`src/design/bwpt_pkg.sv`:
```
// ----------------------------------------------------------------------------
// bwpt_pkg
// Shared types and constants of the baseline wavelet pulse trigger.
// ----------------------------------------------------------------------------
package bwpt_pkg;

    localparam int RING_DEPTH = 128;
    localparam int RING_AW    = 7;
    localparam int MAX_TRACE  = 131072;

    localparam logic [2:0] REG_MAIN_THR  = 3'd0;
    localparam logic [2:0] REG_MINOR_THR = 3'd1;
    localparam logic [2:0] REG_QUIET_BEF = 3'd2;
    localparam logic [2:0] REG_QUIET_AFT = 3'd3;
    localparam logic [2:0] REG_RULES     = 3'd4;
    localparam logic [2:0] REG_BL_LIMIT  = 3'd5;
    localparam logic [2:0] REG_BL_LOG2   = 3'd6;
    localparam logic [2:0] REG_EXP_POS   = 3'd7;

    localparam logic [2:0] VERD_WAIT  = 3'd0;
    localparam logic [2:0] VERD_ARMED = 3'd1;
    localparam logic [2:0] VERD_TRIG  = 3'd2;
    localparam logic [2:0] VERD_GAP   = 3'd3;
    localparam logic [2:0] VERD_COUNT = 3'd4;

    typedef struct packed {
        logic signed [15:0] sample;
        logic               first;
    } in_item_t;

    typedef struct packed {
        logic signed [15:0] corrected_sample;
        logic [14:0]        wavelet_value;
        logic [2:0]         verdict;
        logic [16:0]        trigger_position;
        logic               trigger_now;
    } out_item_t;

    typedef struct packed {
        logic signed [15:0] corr;
        logic               first;
    } mid_item_t;

    typedef struct packed {
        logic [11:0] main_threshold;
        logic [11:0] minor_threshold;
        logic [8:0]  quiet_before;
        logic [8:0]  quiet_after;
        logic [11:0] minor_rules;
        logic [9:0]  baseline_limit;
        logic [2:0]  baseline_log2;
        logic [15:0] expected_position;
    } cfg_t;

endpackage

```
`src/design/bwpt_front.sv`:
```
// ----------------------------------------------------------------------------
// bwpt_front
// Baseline ring and running sum; subtracts the baseline average per item.
// ----------------------------------------------------------------------------
module bwpt_front
    import bwpt_pkg::*;
(
    input  logic      clk,
    input  logic      rst_n,
    input  cfg_t      cfg,
    input  logic      in_valid,
    output logic      in_ready,
    input  in_item_t  in_item,
    output logic      q_valid,
    input  logic      q_ready,
    output mid_item_t q_item
);

    logic signed [15:0] mem [0:RING_DEPTH-1];
    logic [RING_DEPTH-1:0] ring_vld_reg;
    logic [RING_AW-1:0]    ptr_reg;
    logic signed [23:0]    sum_reg;

    logic                  stg_valid_reg;
    logic signed [15:0]    stg_sample_reg;
    logic                  stg_first_reg;
    logic                  stg_in_ring_reg;
    logic [RING_AW-1:0]    stg_addr_reg;
    logic signed [15:0]    rd_data_reg;
    logic                  fwd_reg;
    logic signed [15:0]    fwd_data_reg;
    logic                  hit_reg;

    logic                  accept;
    logic                  stg_fire;
    logic [7:0]            len;
    logic [RING_AW-1:0]    ptr_eff;
    logic [RING_AW-1:0]    addr_in;
    logic [7:0]            ptr_inc;
    logic [RING_AW-1:0]    ptr_next;
    logic signed [16:0]    s17;
    logic signed [16:0]    lim17;
    logic                  in_ring;
    logic                  fwd_hit;

    logic signed [23:0]    sum_eff;
    logic signed [23:0]    sum_next;
    logic signed [15:0]    old_val;
    logic signed [23:0]    bias;
    logic signed [23:0]    avg;

    assign len      = 8'd1 << cfg.baseline_log2;
    assign stg_fire = stg_valid_reg && q_ready;
    assign in_ready = !stg_valid_reg || stg_fire;
    assign accept   = in_valid && in_ready;

    always_comb
    begin
        ptr_eff = in_item.first ? '0 : ptr_reg;
        if ({1'b0, ptr_eff} >= len)
        begin
            addr_in = '0;
        end
        else
        begin
            addr_in = ptr_eff;
        end
        ptr_inc = {1'b0, addr_in} + 8'd1;
        s17     = 17'(in_item.sample);
        lim17   = signed'({7'b0, cfg.baseline_limit});
        in_ring = (s17 <= lim17) && (s17 >= -lim17);
        if (!in_ring)
        begin
            ptr_next = ptr_eff;
        end
        else if (ptr_inc >= len)
        begin
            ptr_next = '0;
        end
        else
        begin
            ptr_next = ptr_inc[RING_AW-1:0];
        end
        fwd_hit = stg_fire && stg_in_ring_reg && (stg_addr_reg == addr_in)
                  && !in_item.first;
    end

    always_comb
    begin
        sum_eff = stg_first_reg ? '0 : sum_reg;
        if (fwd_reg)
        begin
            old_val = fwd_data_reg;
        end
        else if (hit_reg)
        begin
            old_val = rd_data_reg;
        end
        else
        begin
            old_val = '0;
        end
        sum_next = stg_in_ring_reg ? (sum_eff - 24'(old_val) + 24'(stg_sample_reg))
                                   : sum_eff;
        bias = (sum_eff < 0) ? signed'({16'b0, len - 8'd1}) : '0;
        avg  = (sum_eff + bias) >>> cfg.baseline_log2;
    end

    assign q_valid      = stg_valid_reg;
    assign q_item.corr  = stg_sample_reg - avg[15:0];
    assign q_item.first = stg_first_reg;

    // ring storage and registered read
    always_ff @(posedge clk)
    begin
        if (stg_fire && stg_in_ring_reg)
        begin
            mem[stg_addr_reg] <= stg_sample_reg;
        end
        if (accept)
        begin
            rd_data_reg    <= mem[addr_in];
            fwd_data_reg   <= stg_sample_reg;
            stg_sample_reg <= in_item.sample;
            stg_first_reg  <= in_item.first;
            stg_in_ring_reg <= in_ring;
            stg_addr_reg   <= addr_in;
        end
    end

    always_ff @(posedge clk or negedge rst_n)
    begin
        if (!rst_n)
        begin
            stg_valid_reg <= 1'b0;
            ring_vld_reg  <= '0;
            ptr_reg       <= '0;
            sum_reg       <= '0;
            fwd_reg       <= 1'b0;
            hit_reg       <= 1'b0;
        end
        else
        begin
            if (accept)
            begin
                stg_valid_reg <= 1'b1;
                ptr_reg       <= ptr_next;
                fwd_reg       <= fwd_hit;
                hit_reg       <= ring_vld_reg[addr_in] && !in_item.first;
            end
            else if (stg_fire)
            begin
                stg_valid_reg <= 1'b0;
            end
            if (stg_fire)
            begin
                sum_reg <= sum_next;
            end
            if (accept && in_item.first)
            begin
                ring_vld_reg <= '0;
            end
            else if (stg_fire && stg_in_ring_reg)
            begin
                ring_vld_reg[stg_addr_reg] <= 1'b1;
            end
        end
    end

endmodule

```
`src/design/bwpt_queue.sv`:
```
// ----------------------------------------------------------------------------
// bwpt_queue
// Two-entry queue between the baseline front and the trigger back end.
// ----------------------------------------------------------------------------
module bwpt_queue
    import bwpt_pkg::*;
(
    input  logic      clk,
    input  logic      rst_n,
    input  logic      wr_valid,
    output logic      wr_ready,
    input  mid_item_t wr_item,
    output logic      rd_valid,
    input  logic      rd_ready,
    output mid_item_t rd_item
);

    mid_item_t  slot_reg [0:1];
    logic       wr_ptr_reg;
    logic       rd_ptr_reg;
    logic [1:0] cnt_reg;
    logic       push;
    logic       pop;

    assign wr_ready = (cnt_reg != 2'd2);
    assign rd_valid = (cnt_reg != 2'd0);
    assign rd_item  = slot_reg[rd_ptr_reg];
    assign push     = wr_valid && wr_ready;
    assign pop      = rd_valid && rd_ready;

    always_ff @(posedge clk)
    begin
        if (push)
        begin
            slot_reg[wr_ptr_reg] <= wr_item;
        end
    end

    always_ff @(posedge clk or negedge rst_n)
    begin
        if (!rst_n)
        begin
            wr_ptr_reg <= 1'b0;
            rd_ptr_reg <= 1'b0;
            cnt_reg    <= '0;
        end
        else
        begin
            if (push)
            begin
                wr_ptr_reg <= !wr_ptr_reg;
            end
            if (pop)
            begin
                rd_ptr_reg <= !rd_ptr_reg;
            end
            cnt_reg <= cnt_reg + 2'(push) - 2'(pop);
        end
    end

    a_no_overflow : assert property (@(posedge clk) disable iff (!rst_n)
        cnt_reg != 2'd3)
        else $error("queue count out of range");

    a_count_step : assert property (@(posedge clk) disable iff (!rst_n)
        (push && !pop) |=> (cnt_reg == $past(cnt_reg) + 2'd1))
        else $error("queue count did not follow push");

    a_empty_no_pop : assert property (@(posedge clk) disable iff (!rst_n)
        (cnt_reg == 2'd0) |-> !pop)
        else $error("pop from empty queue");

endmodule

```
`src/design/bwpt_back.sv`:
```
// ----------------------------------------------------------------------------
// bwpt_back
// Wavelet, T1/T2 trigger search and the result register.
// ----------------------------------------------------------------------------
module bwpt_back
    import bwpt_pkg::*;
(
    input  logic      clk,
    input  logic      rst_n,
    input  cfg_t      cfg,
    input  logic      q_valid,
    output logic      q_ready,
    input  mid_item_t q_item,
    output logic      out_valid,
    input  logic      out_ready,
    output out_item_t out_item
);

    logic signed [15:0] pc_reg,    pc_next;
    logic [17:0]        idx_reg,   idx_next;
    logic signed [2:0]  off_reg,   off_next;
    logic               armed_reg, armed_next;
    logic               lmain_vld_reg, lmain_vld_next;
    logic [17:0]        lmain_reg, lmain_next;
    logic [10:0]        pl_reg,    pl_next;
    logic [16:0]        mc_reg,    mc_next;
    logic               lmin_vld_reg, lmin_vld_next;
    logic [17:0]        lmin_reg,  lmin_next;
    logic [2:0]         verd_reg,  verd_next;
    logic [16:0]        found_reg, found_next;

    logic               out_valid_reg;
    out_item_t          out_reg, out_next;
    logic               pop;

    logic signed [15:0] pc_e;
    logic [17:0]        idx_e;
    logic signed [2:0]  off_e;
    logic               armed_e;
    logic               lmain_vld_e;
    logic [17:0]        lmain_e;
    logic [10:0]        pl_e;
    logic [16:0]        mc_e;
    logic               lmin_vld_e;
    logic [17:0]        lmin_e;
    logic [2:0]         verd_e;
    logic [16:0]        found_e;

    logic signed [16:0] diff;
    logic signed [16:0] half;
    logic [16:0]        mag;
    logic [14:0]        w;
    logic signed [19:0] i20;
    logic signed [19:0] et1;
    logic signed [19:0] gap;
    logic signed [19:0] pre;
    logic [10:0]        post;
    logic signed [16:0] t1;
    logic signed [16:0] t2;
    logic signed [16:0] w17;
    logic [16:0]        mc_inc;
    logic [2:0]         vout;

    assign q_ready   = !out_valid_reg || out_ready;
    assign pop       = q_valid && q_ready;
    assign out_valid = out_valid_reg;
    assign out_item  = out_reg;

    always_comb
    begin
        // trace restart clears the working state
        if (q_item.first)
        begin
            pc_e = '0; idx_e = '0; off_e = '0; armed_e = 1'b0;
            lmain_vld_e = 1'b0; lmain_e = '0; pl_e = '0; mc_e = '0;
            lmin_vld_e = 1'b0; lmin_e = '0; verd_e = VERD_WAIT; found_e = '0;
        end
        else
        begin
            pc_e = pc_reg; idx_e = idx_reg; off_e = off_reg; armed_e = armed_reg;
            lmain_vld_e = lmain_vld_reg; lmain_e = lmain_reg; pl_e = pl_reg;
            mc_e = mc_reg; lmin_vld_e = lmin_vld_reg; lmin_e = lmin_reg;
            verd_e = verd_reg; found_e = found_reg;
        end

        diff = 17'(pc_e) - 17'(q_item.corr);
        half = diff >>> 1;
        mag  = (half < 0) ? 17'(-half) : 17'(half);
        if (idx_e == '0)
        begin
            w = '0;
        end
        else if (mag > 17'd32767)
        begin
            w = 15'h7fff;
        end
        else
        begin
            w = mag[14:0];
        end

        i20  = signed'({2'b0, idx_e});
        et1  = signed'({4'b0, cfg.expected_position})
               - signed'({10'b0, cfg.quiet_after, 1'b0});
        gap  = signed'({16'b0, cfg.minor_rules[11:9], 1'b0});
        pre  = signed'({10'b0, cfg.quiet_before, 1'b0});
        post = {1'b0, cfg.quiet_after, 1'b0};
        w17  = signed'({2'b0, w});
        t2   = signed'({5'b0, cfg.minor_threshold}) + 17'sd2;

        pc_next = q_item.corr;
        idx_next = idx_e; off_next = off_e; armed_next = armed_e;
        lmain_vld_next = lmain_vld_e; lmain_next = lmain_e; pl_next = pl_e;
        mc_next = mc_e; lmin_vld_next = lmin_vld_e; lmin_next = lmin_e;
        verd_next = verd_e; found_next = found_e;
        mc_inc = mc_e;
        t1 = '0;

        if (!idx_e[17])
        begin
            idx_next = idx_e + 18'd1;
            if (verd_e != VERD_TRIG)
            begin
                if (i20 == et1 - 20'sd10)
                begin
                    off_next = (off_e < -3'sd1) ? -3'sd4 : off_e - 3'sd3;
                end
                if (i20 == et1 + 20'sd10)
                begin
                    off_next = (off_next > 3'sd0) ? 3'sd3 : off_next + 3'sd3;
                end
                t1 = signed'({5'b0, cfg.main_threshold}) + 17'sd2 + 17'(off_next);

                if (armed_e)
                begin
                    if (pl_e != 11'h7ff)
                    begin
                        pl_next = pl_e + 11'd1;
                    end
                    if (w17 > t2)
                    begin
                        if (lmin_vld_e && (lmin_e != '0)
                            && ((i20 - signed'({2'b0, lmin_e})) > gap))
                        begin
                            verd_next = VERD_GAP;
                        end
                        lmin_vld_next = 1'b1;
                        lmin_next     = idx_e;
                        if (mc_e != 17'h1ffff)
                        begin
                            mc_inc = mc_e + 17'd1;
                        end
                        mc_next = mc_inc;
                        if ((mc_inc > 17'(cfg.minor_rules[4:0]))
                            || (mc_inc < 17'(cfg.minor_rules[8:5])))
                        begin
                            verd_next = VERD_COUNT;
                        end
                    end
                    if (pl_next == post)
                    begin
                        armed_next = 1'b0;
                        if (verd_next == VERD_WAIT)
                        begin
                            verd_next  = VERD_TRIG;
                            found_next = idx_e[16:0];
                        end
                    end
                end
                if (w17 >= t1)
                begin
                    if (!lmain_vld_e || ((i20 - signed'({2'b0, lmain_e})) > pre))
                    begin
                        armed_next = 1'b1;
                        pl_next    = '0;
                        verd_next  = VERD_WAIT;
                    end
                    lmain_vld_next = 1'b1;
                    lmain_next     = idx_e;
                    mc_next        = '0;
                    lmin_vld_next  = 1'b0;
                    lmin_next      = '0;
                end
            end
        end

        vout = ((verd_next == VERD_WAIT) && armed_next) ? VERD_ARMED : verd_next;
        out_next.corrected_sample = q_item.corr;
        out_next.wavelet_value    = w;
        out_next.verdict          = vout;
        out_next.trigger_position = (verd_next == VERD_TRIG) ? found_next : '0;
        out_next.trigger_now      = (verd_next == VERD_TRIG) && (verd_e != VERD_TRIG);
    end

    always_ff @(posedge clk)
    begin
        if (pop)
        begin
            out_reg <= out_next;
        end
    end

    always_ff @(posedge clk or negedge rst_n)
    begin
        if (!rst_n)
        begin
            out_valid_reg <= 1'b0;
            pc_reg <= '0; idx_reg <= '0; off_reg <= '0; armed_reg <= 1'b0;
            lmain_vld_reg <= 1'b0; lmain_reg <= '0; pl_reg <= '0; mc_reg <= '0;
            lmin_vld_reg <= 1'b0; lmin_reg <= '0; verd_reg <= VERD_WAIT;
            found_reg <= '0;
        end
        else
        begin
            if (pop)
            begin
                out_valid_reg <= 1'b1;
                pc_reg <= pc_next; idx_reg <= idx_next; off_reg <= off_next;
                armed_reg <= armed_next; lmain_vld_reg <= lmain_vld_next;
                lmain_reg <= lmain_next; pl_reg <= pl_next; mc_reg <= mc_next;
                lmin_vld_reg <= lmin_vld_next; lmin_reg <= lmin_next;
                verd_reg <= verd_next; found_reg <= found_next;
            end
            else if (out_ready)
            begin
                out_valid_reg <= 1'b0;
            end
        end
    end

endmodule

```
`src/design/baseline_wavelet_pulse_trigger.sv`:
```
// ----------------------------------------------------------------------------
// baseline_wavelet_pulse_trigger
// Baseline-corrected wavelet pulse trigger with register port.
// ----------------------------------------------------------------------------
// result path: an accepted item is registered in the front stage, then the two-entry queue, then the result register
// throughput: one item per cycle when the result receiver does not stall
// baseline ring clears at once on a trace start through per-entry valid bits
// reset restores the control and configuration registers to their defaults and starts a fresh trace
module baseline_wavelet_pulse_trigger
    import bwpt_pkg::*;
(
    input  logic        clk,
    input  logic        rst_n,
    input  logic        psel,
    input  logic        penable,
    input  logic        pwrite,
    input  logic [4:0]  paddr,
    input  logic [31:0] pwdata,
    output logic [31:0] prdata,
    output logic        pready,
    input  logic        sample_valid,
    output logic        sample_ready,
    input  in_item_t    sample_item,
    output logic        result_valid,
    input  logic        result_ready,
    output out_item_t   result_item
);

    cfg_t      cfg_reg;
    logic      wr_en;
    logic      mid_valid, mid_ready;
    mid_item_t mid_item;
    logic      bk_valid, bk_ready;
    mid_item_t bk_item;

    assign pready = 1'b1;
    assign wr_en  = psel && penable && pwrite && pready;

    always_ff @(posedge clk or negedge rst_n)
    begin
        if (!rst_n)
        begin
            cfg_reg.main_threshold    <= 12'd100;
            cfg_reg.minor_threshold   <= 12'd50;
            cfg_reg.quiet_before      <= '0;
            cfg_reg.quiet_after       <= '0;
            cfg_reg.minor_rules       <= 12'd31;
            cfg_reg.baseline_limit    <= 10'd1023;
            cfg_reg.baseline_log2     <= '0;
            cfg_reg.expected_position <= '0;
        end
        else if (wr_en)
        begin
            unique case (paddr[4:2])
                REG_MAIN_THR:  cfg_reg.main_threshold    <= pwdata[11:0];
                REG_MINOR_THR: cfg_reg.minor_threshold   <= pwdata[11:0];
                REG_QUIET_BEF: cfg_reg.quiet_before      <= pwdata[8:0];
                REG_QUIET_AFT: cfg_reg.quiet_after       <= pwdata[8:0];
                REG_RULES:     cfg_reg.minor_rules       <= pwdata[11:0];
                REG_BL_LIMIT:  cfg_reg.baseline_limit    <= pwdata[9:0];
                REG_BL_LOG2:   cfg_reg.baseline_log2     <= pwdata[2:0];
                REG_EXP_POS:   cfg_reg.expected_position <= pwdata[15:0];
                default:       cfg_reg.main_threshold    <= cfg_reg.main_threshold;
            endcase
        end
    end

    always_comb
    begin
        unique case (paddr[4:2])
            REG_MAIN_THR:  prdata = {20'b0, cfg_reg.main_threshold};
            REG_MINOR_THR: prdata = {20'b0, cfg_reg.minor_threshold};
            REG_QUIET_BEF: prdata = {23'b0, cfg_reg.quiet_before};
            REG_QUIET_AFT: prdata = {23'b0, cfg_reg.quiet_after};
            REG_RULES:     prdata = {20'b0, cfg_reg.minor_rules};
            REG_BL_LIMIT:  prdata = {22'b0, cfg_reg.baseline_limit};
            REG_BL_LOG2:   prdata = {29'b0, cfg_reg.baseline_log2};
            REG_EXP_POS:   prdata = {16'b0, cfg_reg.expected_position};
            default:       prdata = '0;
        endcase
    end

    bwpt_front u_front (
        .clk      (clk),
        .rst_n    (rst_n),
        .cfg      (cfg_reg),
        .in_valid (sample_valid),
        .in_ready (sample_ready),
        .in_item  (sample_item),
        .q_valid  (mid_valid),
        .q_ready  (mid_ready),
        .q_item   (mid_item)
    );

    bwpt_queue u_queue (
        .clk      (clk),
        .rst_n    (rst_n),
        .wr_valid (mid_valid),
        .wr_ready (mid_ready),
        .wr_item  (mid_item),
        .rd_valid (bk_valid),
        .rd_ready (bk_ready),
        .rd_item  (bk_item)
    );

    bwpt_back u_back (
        .clk       (clk),
        .rst_n     (rst_n),
        .cfg       (cfg_reg),
        .q_valid   (bk_valid),
        .q_ready   (bk_ready),
        .q_item    (bk_item),
        .out_valid (result_valid),
        .out_ready (result_ready),
        .out_item  (result_item)
    );

    a_now_is_trig : assert property (@(posedge clk) disable iff (!rst_n)
        (result_valid && result_item.trigger_now) |-> (result_item.verdict == VERD_TRIG))
        else $error("trigger pulse without triggered verdict");

    a_pos_only_trig : assert property (@(posedge clk) disable iff (!rst_n)
        (result_valid && (result_item.verdict != VERD_TRIG))
        |-> (result_item.trigger_position == '0))
        else $error("trigger position set without trigger");

    a_cfg_write : assert property (@(posedge clk) disable iff (!rst_n)
        (wr_en && (paddr[4:2] == REG_BL_LOG2)) |=> (cfg_reg.baseline_log2 == $past(pwdata[2:0])))
        else $error("ring length register not written");

endmodule

```
`config.mk`:
```
export PLATFORM = sky130hd
export DESIGN_NAME = baseline_wavelet_pulse_trigger
export DESIGN_NICKNAME = d
export VERILOG_FILES = /design/src/design/bwpt_pkg.sv /design/src/design/bwpt_front.sv /design/src/design/bwpt_queue.sv /design/src/design/bwpt_back.sv /design/src/design/baseline_wavelet_pulse_trigger.sv
export SDC_FILE = /design/constraint.sdc
export NUM_CORES = 2
export LEC_CHECK = 0
export ABC_AREA = 1
export ABC_CLOCK_PERIOD_IN_PS = 12400
export BUFFER_PORTS_ARGS = -buffer_cell sky130_fd_sc_hd__buf_2
export CAP_MARGIN = 10
export CORE_UTILIZATION = 44
export CTS_BUF_LIST = sky130_fd_sc_hd__clkbuf_8
export CTS_CLUSTER_DIAMETER = 80
export DETAILED_ROUTE_END_ITERATION = 12
export HOLD_SLACK_MARGIN = 0.06
export PLACE_DENSITY_LB_ADDON = 0.15
export SLEW_MARGIN = 40
export SYNTH_ARGS = -nofsm -noshare
export SYNTH_HDL_FRONTEND = slang
export SYNTH_HIERARCHICAL = 1
export SYNTH_SLANG_ARGS = --single-unit
```
`constraint.sdc`:
```
create_clock -name clk -period 12.4 [get_ports clk]
set_input_delay 1.86 -clock clk [delete_from_list [all_inputs] [get_ports clk]]
set_output_delay 1.86 -clock clk [all_outputs]
set_load 0.005 [all_outputs]
```
==> summary.txt <==
Pwr
  – Pwr dens: around 230 nW/µm²
  – Int Pwr: around 17000 µW
  – Sequential share of power: 0.352
  – Combinational Power Share: 0.415
  – Sw Ratio: 0.423
  – Max VDD drop: 0.395 mV
  – Clock Power Share: 0.233
  – Pleak: between 0.04 and 0.05 µW
  – Switch Pwr: ~13000 µW

Route
  – 1st-pass router iterations: 6
  – ANT nets after route: 0
  – Vias: approximately 88000
  – Drc violations: 0
  – Post-DR wirelength/cell: about 24 µm
  – Initial drt markers: 8980
  – WL final: 362000 µm
  – Vias/cell: about 5.7

Timing
  – Worst slew margin: 0.367
  – RSZ-0062 raised after global routing: false
  – Final setup viols: 0
  – Max-slew violation count: 0
  – Setup TNS: 0 ns
  – Slew @ Worst Pin: roughly 0.95 ns
  – Post-route clock period utilization: 0.769
  – Fmax: between 100 and 150 MHz
  – Fin. Hold Viols: 0
  – Clock Skew: a little under 0.1 ns
  – Crit path time final: between 9 and 10 ns

Yosys
  – Synth cell types: 71
  – Post-synth ARST share: 0.146
  – Complex-gate fraction of the synthesized area: 0.0717
  – Avg Inst Size Synth: between 10 and 15 µm²
  – #FFs+latches synth: between 2000 and 3000
  – Ranking of synthesized cells by area: edfxtp_1, nand2_1, nand3_1
  – Synth Area in Adders: 0.0278
  – EDFF count, synth: around 2200
  – Top-area cell type share of the netlist area: 0.555
  – Post-synthesis mux area share: 0.000169
  – Seq/Total Area, Yosys: 0.634
  – Synth cell count leaders: nand2_1, edfxtp_1, nand3_1
  – Cell with the most instances after synthesis: nand2_1
  – Post-synth top area cell: edfxtp_1
  – Synth Area in XOR/XNOR: 0.0142
  – Main combinational cell family by area after synthesis: simple AND/OR/NAND/NOR gates
  – Mapped Area: between 100000 and 150000 µm²
  – Yosys warns: 6
  – Main synth FF type: edfxtp_1
  – Synth Area in Simple Gates: 0.205
  – Post-Syn Instances: ~11000

Critical path
  – Slowest cell on the critical path: dfrtp_1
  – Maximum fanout along the worst path: 50
  – CP bufs+invs: 7
  – Critical path data required time: approximately 13 ns
  – CP Class: register to register
  – CP top delay family: compound AO/OA/AOI/OAI gates
  – Worst Setup Start Kind: register
  – CP arrival: about 10 ns
  – CP peak stage delay: around 0.74 ns
  – Crit end category: register

Clock tree
  – Setup Buffers After CTS: 0
  – Clk Tree Root Cell: clkbuf_8
  – CTS Buf Count: 430
  – Clk_lat worst skew: around 1.1 ns
  – Resized cells post-CTS: 0
  – CTS sink cnt: approximately 2600
  – CTS tree: yes
  – H-tree depth: 5
  – CTS Buffer Depth: 4
  – CTS clk-pin slew, worst paths: approximately 0.06 ns
  – Post-CTS Hold Buffers: 0

Finish
  – P&R area growth vs syn: 10.6%
  – Number of flip-flops in the largest register: about 2000
  – Layout cells sized above 1: 0.0975
  – Post-layout util: 0.490
  – Final #Nets: approximately 12000
  – Fin area: 131000 µm²

Hold path
  – Min-Delay Path Class: register to register

Global routing
  – Initial antenna violation count: 15
  – Overflow after GRT: 0
  – Largest net degree at the start of global routing: ~160
  – Vias in the first global route: ~84000
  – First-pass GRT wire length: about 540000 µm
  – Overall Global Routing Usage: 0.261

Floorplan
  – Core ar.: about 270000 µm²
  – # rows: 190
  – Io pins: 148
  – Initial core utilization: 0.443
  – Die area: ~270000 µm²
  – Die Wd: around 520 µm
  – Die height: about 520 µm

Placed design
  – Routability congestion estimate: 0.890
  – DP Area: ~120000 µm²
  – Hpwl dp: 211000 µm
  – I/O Buffers: between 100 and 150

Run
  – Max Cap Viol: 0

Outcome
  – Outcome: finished, final reports clean
[kinds of logic (layout without fill, tap and decap cells)]
| kind of cell | after synthesis | count (layout) |
|---|---|---|
| other cells | 3 | 30 |
| mux | 2 | 2 |
| flops | 2565 | 2565 |
| buf+inv | 1356 | 1840 |
| simple gates | 5547 | 5547 |
| xor+xnor | 190 | 190 |
| compound gates | 1407 | 1407 |
| fa+ha+maj | 246 | 246 |
[final timing paths]
path                                                      start                               endpoint  depth (start not counted)  slack (ns)
worst min-delay path            u_back/lmain_reg[2]$_DFFE_PN0P_        u_back/lmain_reg[2]$_DFFE_PN0P_                          2        0.48
min in group asynchronous                                 rst_n   u_front/ring_vld_reg[25]$_DFFE_PN0P_                          1        0.79
max in group asynchronous                                 rst_n  u_front/ring_vld_reg[111]$_DFFE_PN0P_                          4        9.51
worst max register to register   u_queue/rd_ptr_reg$_DFFE_PN0P_        u_back/lmain_reg[5]$_DFFE_PN0P_                         44        2.86
worst min register to register  u_back/lmain_reg[2]$_DFFE_PN0P_        u_back/lmain_reg[2]$_DFFE_PN0P_                          2        0.48
worst max-delay path             u_queue/rd_ptr_reg$_DFFE_PN0P_        u_back/lmain_reg[5]$_DFFE_PN0P_                         44        2.86
[metrics by stage]
stage,setup slack [ns],power (µW),instances,hold WS (ns)
2_1_floorplan,4.85,18800,11300,0.449
3_3_place_gp,2.92,22700,14600,0.464
3_5_place_dp,3.02,22800,14600,0.465
4_1_cts,3.01,29700,15400,0.482
5_1_grt,1.85,31500,15400,0.505
6_report,2.86,29700,15400,0.480
[worst reg2reg max path, delay by kind of cell, from the launching register on]
kind                     cells  cell delay (ns)
XOR/XNOR                     1             0.22
flip-flops                   1             0.74
AND/OR/NAND/NOR             18             2.49
adder cells (fa/ha/maj)      5             1.31
AO/OA/AOI/OAI               13             2.84
buffers and inverters        7             1.90
[cell type report]
cell class / count / area [µm²]
Antenna cell: 12 / 30.0
Clock buffer: 452 / 6220
Clock inverter: 313 / 1520
Fill cell: 24400 / 137000
Inverter: 694 / 2660
Multi-Input combinational cell: 7410 / 38100
Sequential cell: 2565 / 75200
Tap cell: 3552 / 4440
Timing Repair Buffer: 381 / 3040
[cells in the final DEF, fill, tap and decap left out, types with 52 or more instances in the layout]
master,count
a21oi_1,250
or2_1,55
clkbuf_8,452
buf_4,218
o22ai_1,492
dfrtp_1,352
xnor2_1,52
nand4_1,161
nor3_1,54
edfxtp_1,2191
o211ai_1,140
nand3_1,1798
nor2_1,775
o21ai_0,350
buf_2,111
xor2_1,136
clkinv_1,87
nand2_1,2474
ha_1,216
inv_1,833
[metal layers]
metal	wire length (µm)	GRT usage	up-vias	part of all wire
met5	9	0	-	0.000025
met4	12300	0.0898	2	0.034
met3	27900	0.0373	628	0.077
met2	168000	0.421	3554	0.46
met1	153000	0.361	43300	0.42
li1	-	-	40300	-
[power by group through the flow]
| stage | Combinational (µW) | Sequential, µW | Clock, µW |
|---|---|---|---|
| floorplan | 8120 | 10700 | 0 |
| global placement | 12000 | 10600 | 0 |
| detailed placement | 12200 | 10600 | 0 |
| CTS | 12200 | 10500 | 7060 |
| global route | 13500 | 10500 | 7410 |
| finish | 12300 | 10500 | 6920 |
(Power assumes the default switching activity.)
